==> config.mk <==
export PLATFORM = sky130hd
export DESIGN_NAME = gregorian_date_arithmetic
export DESIGN_NICKNAME = d
export VERILOG_FILES = /design/src/gda_pkg.sv /design/src/gda_year_unit.sv /design/src/gregorian_date_arithmetic.sv
export SDC_FILE = /design/constraint.sdc
export NUM_CORES = 2
export LEC_CHECK = 0
export BUFFER_PORTS_ARGS = -buffer_cell sky130_fd_sc_hd__buf_2
export CAP_MARGIN = 20
export CORE_AREA = 8 8 311 313
export DETAILED_ROUTE_END_ITERATION = 6
export DIE_AREA = 0 0 319 321
export GPL_ROUTABILITY_DRIVEN = 0
export HOLD_SLACK_MARGIN = 0.05
export PLACE_DENSITY = 0.65
export SYNTH_ARGS = -nofsm -noshare
export SYNTH_HDL_FRONTEND = slang
export SYNTH_SLANG_ARGS = --single-unit
==> constraint.sdc <==
create_clock -name i_clk -period 12.95 [get_ports i_clk]
set_input_delay 2.59 -clock i_clk [delete_from_list [all_inputs] [get_ports i_clk]]
set_output_delay 2.59 -clock i_clk [all_outputs]
set_load 0.01 [all_outputs]
==> src/gda_pkg.sv <==
package gda_pkg;

    localparam int YEAR_W = 17;
    localparam int DN_W   = 25;

    localparam logic [0:0] REQ_ADD  = 1'b0;
    localparam logic [0:0] REQ_DIFF = 1'b1;

    localparam logic [1:0] ST_OK       = 2'd0;
    localparam logic [1:0] ST_BAD_DATE = 2'd1;
    localparam logic [1:0] ST_RANGE    = 2'd2;

    localparam logic signed [25:0] DIFF_MAX = 26'sd4194303;
    localparam logic signed [25:0] DIFF_MIN = -26'sd4194304;

    // reciprocal of 25 for the century split, exact for dividends below 43690
    localparam logic [12:0] RECIP_25 = 13'd5243;

    typedef enum logic [3:0] {
        S_IDLE,
        S_BASE_W,
        S_BASE,
        S_OTHER_W,
        S_OTHER,
        S_DIFF,
        S_ADD,
        S_RANGE,
        S_YEAR_W,
        S_YEAR_LO,
        S_YEAR_HI_W,
        S_YEAR_HI,
        S_MONTH,
        S_DONE
    } t_state;

    typedef struct packed {
        logic [DN_W-1:0] dby;
        logic            leap;
    } t_year_info;

    function automatic logic [4:0] days_in_month(input logic [3:0] m, input logic leap);
        logic [4:0] d;
        case (m)
            4'd1, 4'd3, 4'd5, 4'd7, 4'd8, 4'd10, 4'd12: d = 5'd31;
            4'd4, 4'd6, 4'd9, 4'd11:                    d = 5'd30;
            4'd2:                                        d = leap ? 5'd29 : 5'd28;
            default:                                     d = 5'd0;
        endcase
        return d;
    endfunction

    // days in a common year before the first of month m
    function automatic logic [8:0] cum_days(input logic [3:0] m);
        logic [8:0] c;
        case (m)
            4'd1:    c = 9'd0;
            4'd2:    c = 9'd31;
            4'd3:    c = 9'd59;
            4'd4:    c = 9'd90;
            4'd5:    c = 9'd120;
            4'd6:    c = 9'd151;
            4'd7:    c = 9'd181;
            4'd8:    c = 9'd212;
            4'd9:    c = 9'd243;
            4'd10:   c = 9'd273;
            4'd11:   c = 9'd304;
            4'd12:   c = 9'd334;
            default: c = 9'd0;
        endcase
        return c;
    endfunction

endpackage

==> src/gda_year_unit.sv <==
// Two-stage year unit: days before January 1 of a year, and its leap flag.
module gda_year_unit (
    input  logic                       i_clk,
    input  logic [gda_pkg::YEAR_W-1:0] i_year,
    output gda_pkg::t_year_info        o_info
);

    logic [gda_pkg::YEAR_W-1:0] r_year;
    logic [10:0]                r_q;
    logic [gda_pkg::DN_W-1:0]   r_p365;
    gda_pkg::t_year_info        r_info;

    logic [gda_pkg::YEAR_W-1:0] p;
    logic [14:0]                a_in;
    logic [27:0]                prod;
    logic [14:0]                a;
    logic                       m4;
    logic                       m100;
    logic                       m400;
    gda_pkg::t_year_info        n_info;

    always_comb begin
        p    = i_year - 17'd1;
        a_in = i_year[16:2];
        prod = 28'(a_in) * 28'(gda_pkg::RECIP_25);
    end

    // q = floor(year/100); the missing terms of (year-1) follow from the hit flags
    always_comb begin
        a    = r_year[16:2];
        m4   = (r_year[1:0] == 2'd0);
        m100 = m4 && ({1'b0, a} == 16'(r_q) * 16'd25);
        m400 = m100 && (r_q[1:0] == 2'd0);
        n_info.leap = m4 && (!m100 || m400);
        n_info.dby  = r_p365 + 25'(a) - 25'(m4) - 25'(r_q) + 25'(m100)
                    + 25'(r_q[10:2]) - 25'(m400);
    end

    always_ff @(posedge i_clk) begin
        r_year <= i_year;
        r_q    <= prod[27:17];
        r_p365 <= 25'(p) * 25'd365;
        r_info <= n_info;
    end

    assign o_info = r_info;

endmodule

==> src/gregorian_date_arithmetic.sv <==
// A difference checks both dates and subtracts; an add checks the base date, adds the offset,
// checks the range, searches the year and walks the months. A bad date, or an add that leaves
// the calendar, ends the request early. Each year lookup goes through the two-stage year unit,
// which the year search reuses; a year estimate that misses by one costs one more lookup, and
// the month walk then takes one month per cycle. One request at a time: the next is taken once
// the result is registered. Reset (synchronous, active low) returns to idle and drops the result.
module gregorian_date_arithmetic #(
    parameter int MAX_YEAR = 9999
) (
    input  logic               i_clk,
    input  logic               i_rst_n,
    input  logic               i_valid,
    output logic               o_stall,
    input  logic [0:0]         i_req_type,
    input  logic [13:0]        i_base_year,
    input  logic [3:0]         i_base_month,
    input  logic [4:0]         i_base_day,
    input  logic signed [22:0] i_day_offset,
    input  logic [13:0]        i_other_year,
    input  logic [3:0]         i_other_month,
    input  logic [4:0]         i_other_day,
    output logic               o_valid,
    input  logic               i_stall,
    output logic [13:0]        o_out_year,
    output logic [3:0]         o_out_month,
    output logic [4:0]         o_out_day,
    output logic signed [22:0] o_day_difference,
    output logic [1:0]         o_status
);

    // Day count of January 1 after MAX_YEAR: first day number out of range.
    localparam int DAYS_END = MAX_YEAR * 365 + MAX_YEAR / 4 - MAX_YEAR / 100 + MAX_YEAR / 400;
    // Year estimate: years ~= days * 400 / 146097, as a 2^-32 scaled reciprocal.
    localparam logic [23:0] EST_K = 24'((64'd400 << 32) / 64'd146097);

    gda_pkg::t_state r_state, n_state;
    logic            r_wait, n_wait;

    // Request fields, held for the whole request
    logic [0:0]  r_req_type;
    logic [13:0] r_base_year;
    logic [3:0]  r_base_month;
    logic [4:0]  r_base_day;
    logic [22:0] r_off;
    logic [13:0] r_other_year;
    logic [3:0]  r_other_month;
    logic [4:0]  r_other_day;

    // Work registers
    logic [16:0]        r_yu_year, n_yu_year;
    logic [24:0]        r_dnb, n_dnb;
    logic [24:0]        r_dno, n_dno;
    logic signed [25:0] r_n, n_n;
    logic [16:0]        r_y, n_y;
    logic [24:0]        r_dby_y, n_dby_y;
    logic               r_leap_y, n_leap_y;
    logic [8:0]         r_rem, n_rem;
    logic [3:0]         r_m, n_m;

    // Finished result, waiting for the output register
    logic [13:0] r_res_year, n_res_year;
    logic [3:0]  r_res_month, n_res_month;
    logic [4:0]  r_res_day, n_res_day;
    logic [22:0] r_res_diff, n_res_diff;
    logic [1:0]  r_res_status, n_res_status;

    // Output register
    logic        r_o_valid, n_o_valid;
    logic [13:0] r_o_year, n_o_year;
    logic [3:0]  r_o_month, n_o_month;
    logic [4:0]  r_o_day, n_o_day;
    logic [22:0] r_o_diff, n_o_diff;
    logic [1:0]  r_o_status, n_o_status;

    gda_pkg::t_year_info yu;

    // Date check and day number, shared by the base and the other date
    logic [13:0]        chk_year;
    logic [3:0]         chk_month;
    logic [4:0]         chk_day;
    logic [4:0]         chk_dim;
    logic               chk_ok;
    logic [24:0]        chk_dn;
    logic signed [25:0] diff;
    logic               out_low;
    logic               out_high;
    logic [48:0]        est_prod;
    logic [4:0]         walk_dim;
    logic               out_free;
    logic               do_accept;

    gda_year_unit u_year (
        .i_clk  (i_clk),
        .i_year (r_yu_year),
        .o_info (yu)
    );

    assign do_accept = i_valid && (r_state == gda_pkg::S_IDLE);
    assign out_free  = !r_o_valid || !i_stall;

    always_comb begin
        if (r_state == gda_pkg::S_OTHER) begin
            chk_year  = r_other_year;
            chk_month = r_other_month;
            chk_day   = r_other_day;
        end else begin
            chk_year  = r_base_year;
            chk_month = r_base_month;
            chk_day   = r_base_day;
        end
        chk_dim = gda_pkg::days_in_month(chk_month, yu.leap);
        chk_ok  = (chk_year != 14'd0) && ({3'b0, chk_year} <= 17'(MAX_YEAR))
               && (chk_month inside {[4'd1:4'd12]})
               && (chk_day != 5'd0) && (chk_day <= chk_dim);
        chk_dn  = yu.dby + 25'(gda_pkg::cum_days(chk_month))
                + 25'(yu.leap && (chk_month > 4'd2)) + 25'(chk_day) - 25'd1;
    end

    always_comb begin
        diff     = $signed({1'b0, r_dnb}) - $signed({1'b0, r_dno});
        out_low  = r_n[25];
        out_high = (r_n >= 26'(DAYS_END));
        est_prod = 49'(r_n[24:0]) * 49'(EST_K);
        walk_dim = gda_pkg::days_in_month(r_m, r_leap_y);
    end

    // Next state
    always_comb begin
        n_state = r_state;
        case (r_state)
            gda_pkg::S_IDLE: begin
                if (i_valid) begin
                    n_state = gda_pkg::S_BASE_W;
                end
            end
            gda_pkg::S_BASE_W: begin
                if (r_wait) begin
                    n_state = gda_pkg::S_BASE;
                end
            end
            gda_pkg::S_BASE: begin
                if (!chk_ok) begin
                    n_state = gda_pkg::S_DONE;
                end else if (r_req_type == gda_pkg::REQ_DIFF) begin
                    n_state = gda_pkg::S_OTHER_W;
                end else begin
                    n_state = gda_pkg::S_ADD;
                end
            end
            gda_pkg::S_OTHER_W: begin
                if (r_wait) begin
                    n_state = gda_pkg::S_OTHER;
                end
            end
            gda_pkg::S_OTHER: begin
                n_state = chk_ok ? gda_pkg::S_DIFF : gda_pkg::S_DONE;
            end
            gda_pkg::S_DIFF:  n_state = gda_pkg::S_DONE;
            gda_pkg::S_ADD:   n_state = gda_pkg::S_RANGE;
            gda_pkg::S_RANGE: begin
                n_state = (out_low || out_high) ? gda_pkg::S_DONE : gda_pkg::S_YEAR_W;
            end
            gda_pkg::S_YEAR_W: begin
                if (r_wait) begin
                    n_state = gda_pkg::S_YEAR_LO;
                end
            end
            gda_pkg::S_YEAR_LO: begin
                n_state = (yu.dby > r_n[24:0]) ? gda_pkg::S_YEAR_W : gda_pkg::S_YEAR_HI_W;
            end
            gda_pkg::S_YEAR_HI_W: begin
                if (r_wait) begin
                    n_state = gda_pkg::S_YEAR_HI;
                end
            end
            gda_pkg::S_YEAR_HI: begin
                n_state = (yu.dby <= r_n[24:0]) ? gda_pkg::S_YEAR_HI_W : gda_pkg::S_MONTH;
            end
            gda_pkg::S_MONTH: begin
                if (!((r_m < 4'd12) && ({4'b0, walk_dim} <= r_rem))) begin
                    n_state = gda_pkg::S_DONE;
                end
            end
            gda_pkg::S_DONE: begin
                if (out_free) begin
                    n_state = gda_pkg::S_IDLE;
                end
            end
            default: n_state = gda_pkg::S_IDLE;
        endcase
    end

    // Datapath and outputs
    always_comb begin
        n_wait       = 1'b0;
        n_yu_year    = r_yu_year;
        n_dnb        = r_dnb;
        n_dno        = r_dno;
        n_n          = r_n;
        n_y          = r_y;
        n_dby_y      = r_dby_y;
        n_leap_y     = r_leap_y;
        n_rem        = r_rem;
        n_m          = r_m;
        n_res_year   = r_res_year;
        n_res_month  = r_res_month;
        n_res_day    = r_res_day;
        n_res_diff   = r_res_diff;
        n_res_status = r_res_status;
        n_o_valid    = r_o_valid && i_stall;
        n_o_year     = r_o_year;
        n_o_month    = r_o_month;
        n_o_day      = r_o_day;
        n_o_diff     = r_o_diff;
        n_o_status   = r_o_status;

        case (r_state)
            gda_pkg::S_IDLE: begin
                n_yu_year = {3'b0, i_base_year};
            end
            gda_pkg::S_BASE_W, gda_pkg::S_OTHER_W, gda_pkg::S_YEAR_W,
            gda_pkg::S_YEAR_HI_W: begin
                n_wait = !r_wait;
            end
            gda_pkg::S_BASE: begin
                n_dnb     = chk_dn;
                n_yu_year = {3'b0, r_other_year};
                if (!chk_ok) begin
                    n_res_year   = 14'd0;
                    n_res_month  = 4'd0;
                    n_res_day    = 5'd0;
                    n_res_diff   = 23'd0;
                    n_res_status = gda_pkg::ST_BAD_DATE;
                end
            end
            gda_pkg::S_OTHER: begin
                n_dno = chk_dn;
                if (!chk_ok) begin
                    n_res_year   = 14'd0;
                    n_res_month  = 4'd0;
                    n_res_day    = 5'd0;
                    n_res_diff   = 23'd0;
                    n_res_status = gda_pkg::ST_BAD_DATE;
                end
            end
            gda_pkg::S_DIFF: begin
                // saturate to the 23-bit result field
                if (diff > gda_pkg::DIFF_MAX) begin
                    n_res_diff = gda_pkg::DIFF_MAX[22:0];
                end else if (diff < gda_pkg::DIFF_MIN) begin
                    n_res_diff = gda_pkg::DIFF_MIN[22:0];
                end else begin
                    n_res_diff = diff[22:0];
                end
                n_res_year   = 14'd0;
                n_res_month  = 4'd0;
                n_res_day    = 5'd0;
                n_res_status = gda_pkg::ST_OK;
            end
            gda_pkg::S_ADD: begin
                n_n = $signed({1'b0, r_dnb}) + $signed({{3{r_off[22]}}, r_off});
            end
            gda_pkg::S_RANGE: begin
                n_y       = est_prod[48:32] + 17'd1;
                n_yu_year = est_prod[48:32] + 17'd1;
                if (out_low || out_high) begin
                    n_res_year   = 14'd0;
                    n_res_month  = 4'd0;
                    n_res_day    = 5'd0;
                    n_res_diff   = 23'd0;
                    n_res_status = gda_pkg::ST_RANGE;
                end
            end
            gda_pkg::S_YEAR_LO: begin
                // step back while the year starts after the day; else probe the next year
                if (yu.dby > r_n[24:0]) begin
                    n_y       = r_y - 17'd1;
                    n_yu_year = r_y - 17'd1;
                end else begin
                    n_dby_y   = yu.dby;
                    n_leap_y  = yu.leap;
                    n_yu_year = r_y + 17'd1;
                end
            end
            gda_pkg::S_YEAR_HI: begin
                if (yu.dby <= r_n[24:0]) begin
                    n_y       = r_y + 17'd1;
                    n_dby_y   = yu.dby;
                    n_leap_y  = yu.leap;
                    n_yu_year = r_y + 17'd2;
                end else begin
                    n_rem = 9'(r_n[24:0] - r_dby_y);
                    n_m   = 4'd1;
                end
            end
            gda_pkg::S_MONTH: begin
                if ((r_m < 4'd12) && ({4'b0, walk_dim} <= r_rem)) begin
                    n_rem = r_rem - {4'b0, walk_dim};
                    n_m   = r_m + 4'd1;
                end else begin
                    n_res_year   = r_y[13:0];
                    n_res_month  = r_m;
                    n_res_day    = 5'(r_rem + 9'd1);
                    n_res_diff   = 23'd0;
                    n_res_status = gda_pkg::ST_OK;
                end
            end
            gda_pkg::S_DONE: begin
                // hand the result over once the output register is free
                if (out_free) begin
                    n_o_valid  = 1'b1;
                    n_o_year   = r_res_year;
                    n_o_month  = r_res_month;
                    n_o_day    = r_res_day;
                    n_o_diff   = r_res_diff;
                    n_o_status = r_res_status;
                end
            end
            default: begin
                n_wait = 1'b0;
            end
        endcase
    end

    always_ff @(posedge i_clk) begin
        if (!i_rst_n) begin
            r_state   <= gda_pkg::S_IDLE;
            r_wait    <= 1'b0;
            r_o_valid <= 1'b0;
        end else begin
            r_state   <= n_state;
            r_wait    <= n_wait;
            r_o_valid <= n_o_valid;
        end
    end

    // Payload registers: no reset
    always_ff @(posedge i_clk) begin
        if (do_accept) begin
            r_req_type    <= i_req_type;
            r_base_year   <= i_base_year;
            r_base_month  <= i_base_month;
            r_base_day    <= i_base_day;
            r_off         <= i_day_offset;
            r_other_year  <= i_other_year;
            r_other_month <= i_other_month;
            r_other_day   <= i_other_day;
        end
        r_yu_year    <= n_yu_year;
        r_dnb        <= n_dnb;
        r_dno        <= n_dno;
        r_n          <= n_n;
        r_y          <= n_y;
        r_dby_y      <= n_dby_y;
        r_leap_y     <= n_leap_y;
        r_rem        <= n_rem;
        r_m          <= n_m;
        r_res_year   <= n_res_year;
        r_res_month  <= n_res_month;
        r_res_day    <= n_res_day;
        r_res_diff   <= n_res_diff;
        r_res_status <= n_res_status;
        r_o_year     <= n_o_year;
        r_o_month    <= n_o_month;
        r_o_day      <= n_o_day;
        r_o_diff     <= n_o_diff;
        r_o_status   <= n_o_status;
    end

    assign o_stall          = (r_state != gda_pkg::S_IDLE);
    assign o_valid          = r_o_valid;
    assign o_out_year       = r_o_year;
    assign o_out_month      = r_o_month;
    assign o_out_day        = r_o_day;
    assign o_day_difference = r_o_diff;
    assign o_status         = r_o_status;

endmodule

==> reports/results.tsv <==
metric	value	unit
area growth from synthesis to layout	8.56	%
Critical Path RT	13.42	ns
Via density	5.23	
R2R Path Start	u_year.r_q[2]$_DFF_P_	
Inserted Diodes	0	
Cell Area, Placed	43000	µm²
critical path endpoint category	flip-flop	
final hold slack	0.410	ns
CP arrival	9.13	ns
hold_sp	r_res_year[1]$_SDFFCE_PN0P_	
Slew HR	28.0	%
First-pass DRT Iterations	7	
Initial Util	44.4	%
worst skew pair latency	0.59	ns
count of cell types in the netlist	94	
ratio of cells with drive above 1 in the final layout	6.21	%
Tmin final	8.66	ns
Post-Route Setup TNS	0	ns
clk_skew	0.0192	ns
Die H	321	µm
Die W	319	µm
EDFF count, synth	299	
main flop type after synthesis	edfxtp_1	
total of max-cap violations	0	
I/O Buffers	123	
number of global-route vias before repair	28600	
DRT iter0 DRCs	2091	
Reg-to-Reg End	u_year.o_info[24]$_DFF_P_	
Post-Syn Nets	5130	
fill cell count	8501	
Netlist Area Pre-Place	40900	µm²
FF+latch count, synth	384	
cell area after layout	44500	µm²
R2R setup slack	4.29	ns
Most common cell on crit path	a21o_1	
critical path's largest stage delay	0.57	ns
HP Class	flip-flop to flip-flop	
CTS Hold Bufs	0	
Worst path slowest cell	fa_1	
Hold Crit Endpoint	o_out_year[1]$_DFFE_PP_	
Reg clk slew, reported paths	0.07	ns
antenna-violating nets left	0	
Cell Rows	112	
critical path class	flip-flop to flip-flop	
commonest non-fill, non-tap cells in the layout	inv_1 (911), ha_1 (665), fa_1 (445)	
Hold Vio Cnt, Final	0	
first-pass GRT wire length	163000	µm
DRC violations left	0	
clock buffer depth	3	
final setup vio count	0	
core outline area	92200	µm²
GRT Util Overall	20.2	%
Synth async-reset ratio	0	%
post-synthesis sequential area ratio	26.1	%
f_max	0.115	GHz
CTS H-Tree Depth	2	
Die ar.	102000	µm²
Sequential Area	10700	µm²
multi-input combinational cell area	26700	µm²
largest net degree at the start of global routing	49	
total length of routed wires	103000	µm
WL per Instance	19.4	µm
Hold Path Stages	0	
post-CTS sizing	0	
RSZ-0062 raised after global routing	false	
number of setup buffers added after CTS	0	
period utilisation layout	66.9	%
Final nets	5258	
YS warnings	0	
HPWL after detailed placement	87400	µm
Clock Sinks	384	
R2R cell count	33	
initial antenna violation count	1	
via count	27800	
Synth Instances	3946	
total CTS buffers	44	
fin. max-slew vios	0	
status	finished, final reports clean	
clk root buf	clkbuf_16	
Worst setup SP type	flip-flop	
grt total ovfl	0	
IO Count	124	
commonest non-fill, non-tap cell in the layout	inv_1	
Synth Area per Inst	10.4	µm²
CTS tree	yes	
worst slew pin tran	1.07	ns
CP Max Fanout	5	
worst max path at each step:
stage | startpoint | endpoint | slack [ns] | depth (start not counted)
after floorplan | u_year.r_q[2]$_DFF_P_ | u_year.o_info[24]$_DFF_P_ | 4.90 | 33
after global placement | u_year.r_q[2]$_DFF_P_ | u_year.o_info[24]$_DFF_P_ | 4.37 | 33
after detailed placement | u_year.r_q[2]$_DFF_P_ | u_year.o_info[24]$_DFF_P_ | 4.27 | 33
after CTS | u_year.r_q[2]$_DFF_P_ | u_year.o_info[24]$_DFF_P_ | 4.25 | 33
after global routing | u_year.r_q[2]$_DFF_P_ | u_year.o_info[24]$_DFF_P_ | 3.72 | 33
final | u_year.r_q[2]$_DFF_P_ | u_year.o_info[24]$_DFF_P_ | 4.29 | 33
sequential cells by signal, summed over array words and instances (netlist names), 11 cells and up:
register          cells
u_year.o_info        26
r_yu_year            17
r_dno                25
o_day_difference     23
r_base_year          14
o_out_year           14
r_off                23
u_year.r_p365        25
r_res_diff           23
u_year.r_q           11
r_y                  17
r_dnb                25
r_res_year           14
r_other_year         14
r_n                  26
u_year.r_year        17
cell families after synthesis:
logic type,Yosys count,synth area share [%]
buffers and inverters,968,8.92
xor gates and xnor gates,245,5.28
adders and majority gates,1110,42.1
AOI/OAI and AO/OA,570,9.08
DFF,384,26.1
muxes,33,0.816
and+or+nand+nor,636,7.75
metrics by stage:
stage | setup slack, ns | std cells | utilization [%]
floorplan | 4.90 | 3946 | -
global placement | 4.37 | 5225 | 46.6
detailed placement | 4.27 | 5225 | 46.6
CTS | 4.25 | 5306 | 48.2
global route | 3.72 | 5306 | 48.2
finish | 4.29 | 5306 | 48.2
Yosys cell counts, types with 10 or more instances:
master      n  area (µm²)
inv_1     911        3420
ha_1      665        8320
fa_1      445        8910
edfxtp_1  299        8980
a21oi_1   183         916
nor2_1    179         672
xnor2_1   165        1450
nand2_1   120         450
o21ai_0    97         485
dfxtp_1    85        1700
xor2_1     78         683
nand3_1    66         330
nor3_1     63         315
a21o_1     55         413
clkbuf_1   43         161
nor2b_1    34         213
o21a_1     34         255
and3_1     31         194
mux2i_1    30         300
and2_1     28         175
nand2b_1   24         150
a31oi_1    23         144
nand4_1    21         131
a211oi_1   19         143
or3_1      17         106
o211ai_1   11        82.6
o21ai_1    11        55.1
o221ai_1   11        96.3
nor4_1     10        62.6
worst max-delay path: cells and delay by family (launching register included):
family	cells	cell delay [ns]
fa+ha+maj	8	3.06
buf+inv	1	0.06
xor+xnor	2	0.24
flops	1	0.42
compound gates	17	3.55
simple gates	5	1.23
layout make-up:
cell class / instances / share of cell area [%]
Multi-Input combinational cell: 2594 / 60.0
Sequential cell: 384 / 24.0
Inverter: 911 / 7.69
Tap cell: 1197 / 3.37
Clock buffer: 53 / 2.74
Timing Repair Buffer: 139 / 1.66
Clock inverter: 28 / 0.552
metal layers:
metal / global-route usage (%) / wire, µm / vias up
met5: 0 / 0 / -
met4: 5.00 / 2820 / 0
met3: 3.46 / 6420 / 138
met2: 33.3 / 47600 / 781
met1: 27.8 / 46200 / 13500
li1: - / - / 13300
Power is left out: the tool's default activity adds up to more than one toggle a clock period on the data nets, which glitch-free logic cannot reach.
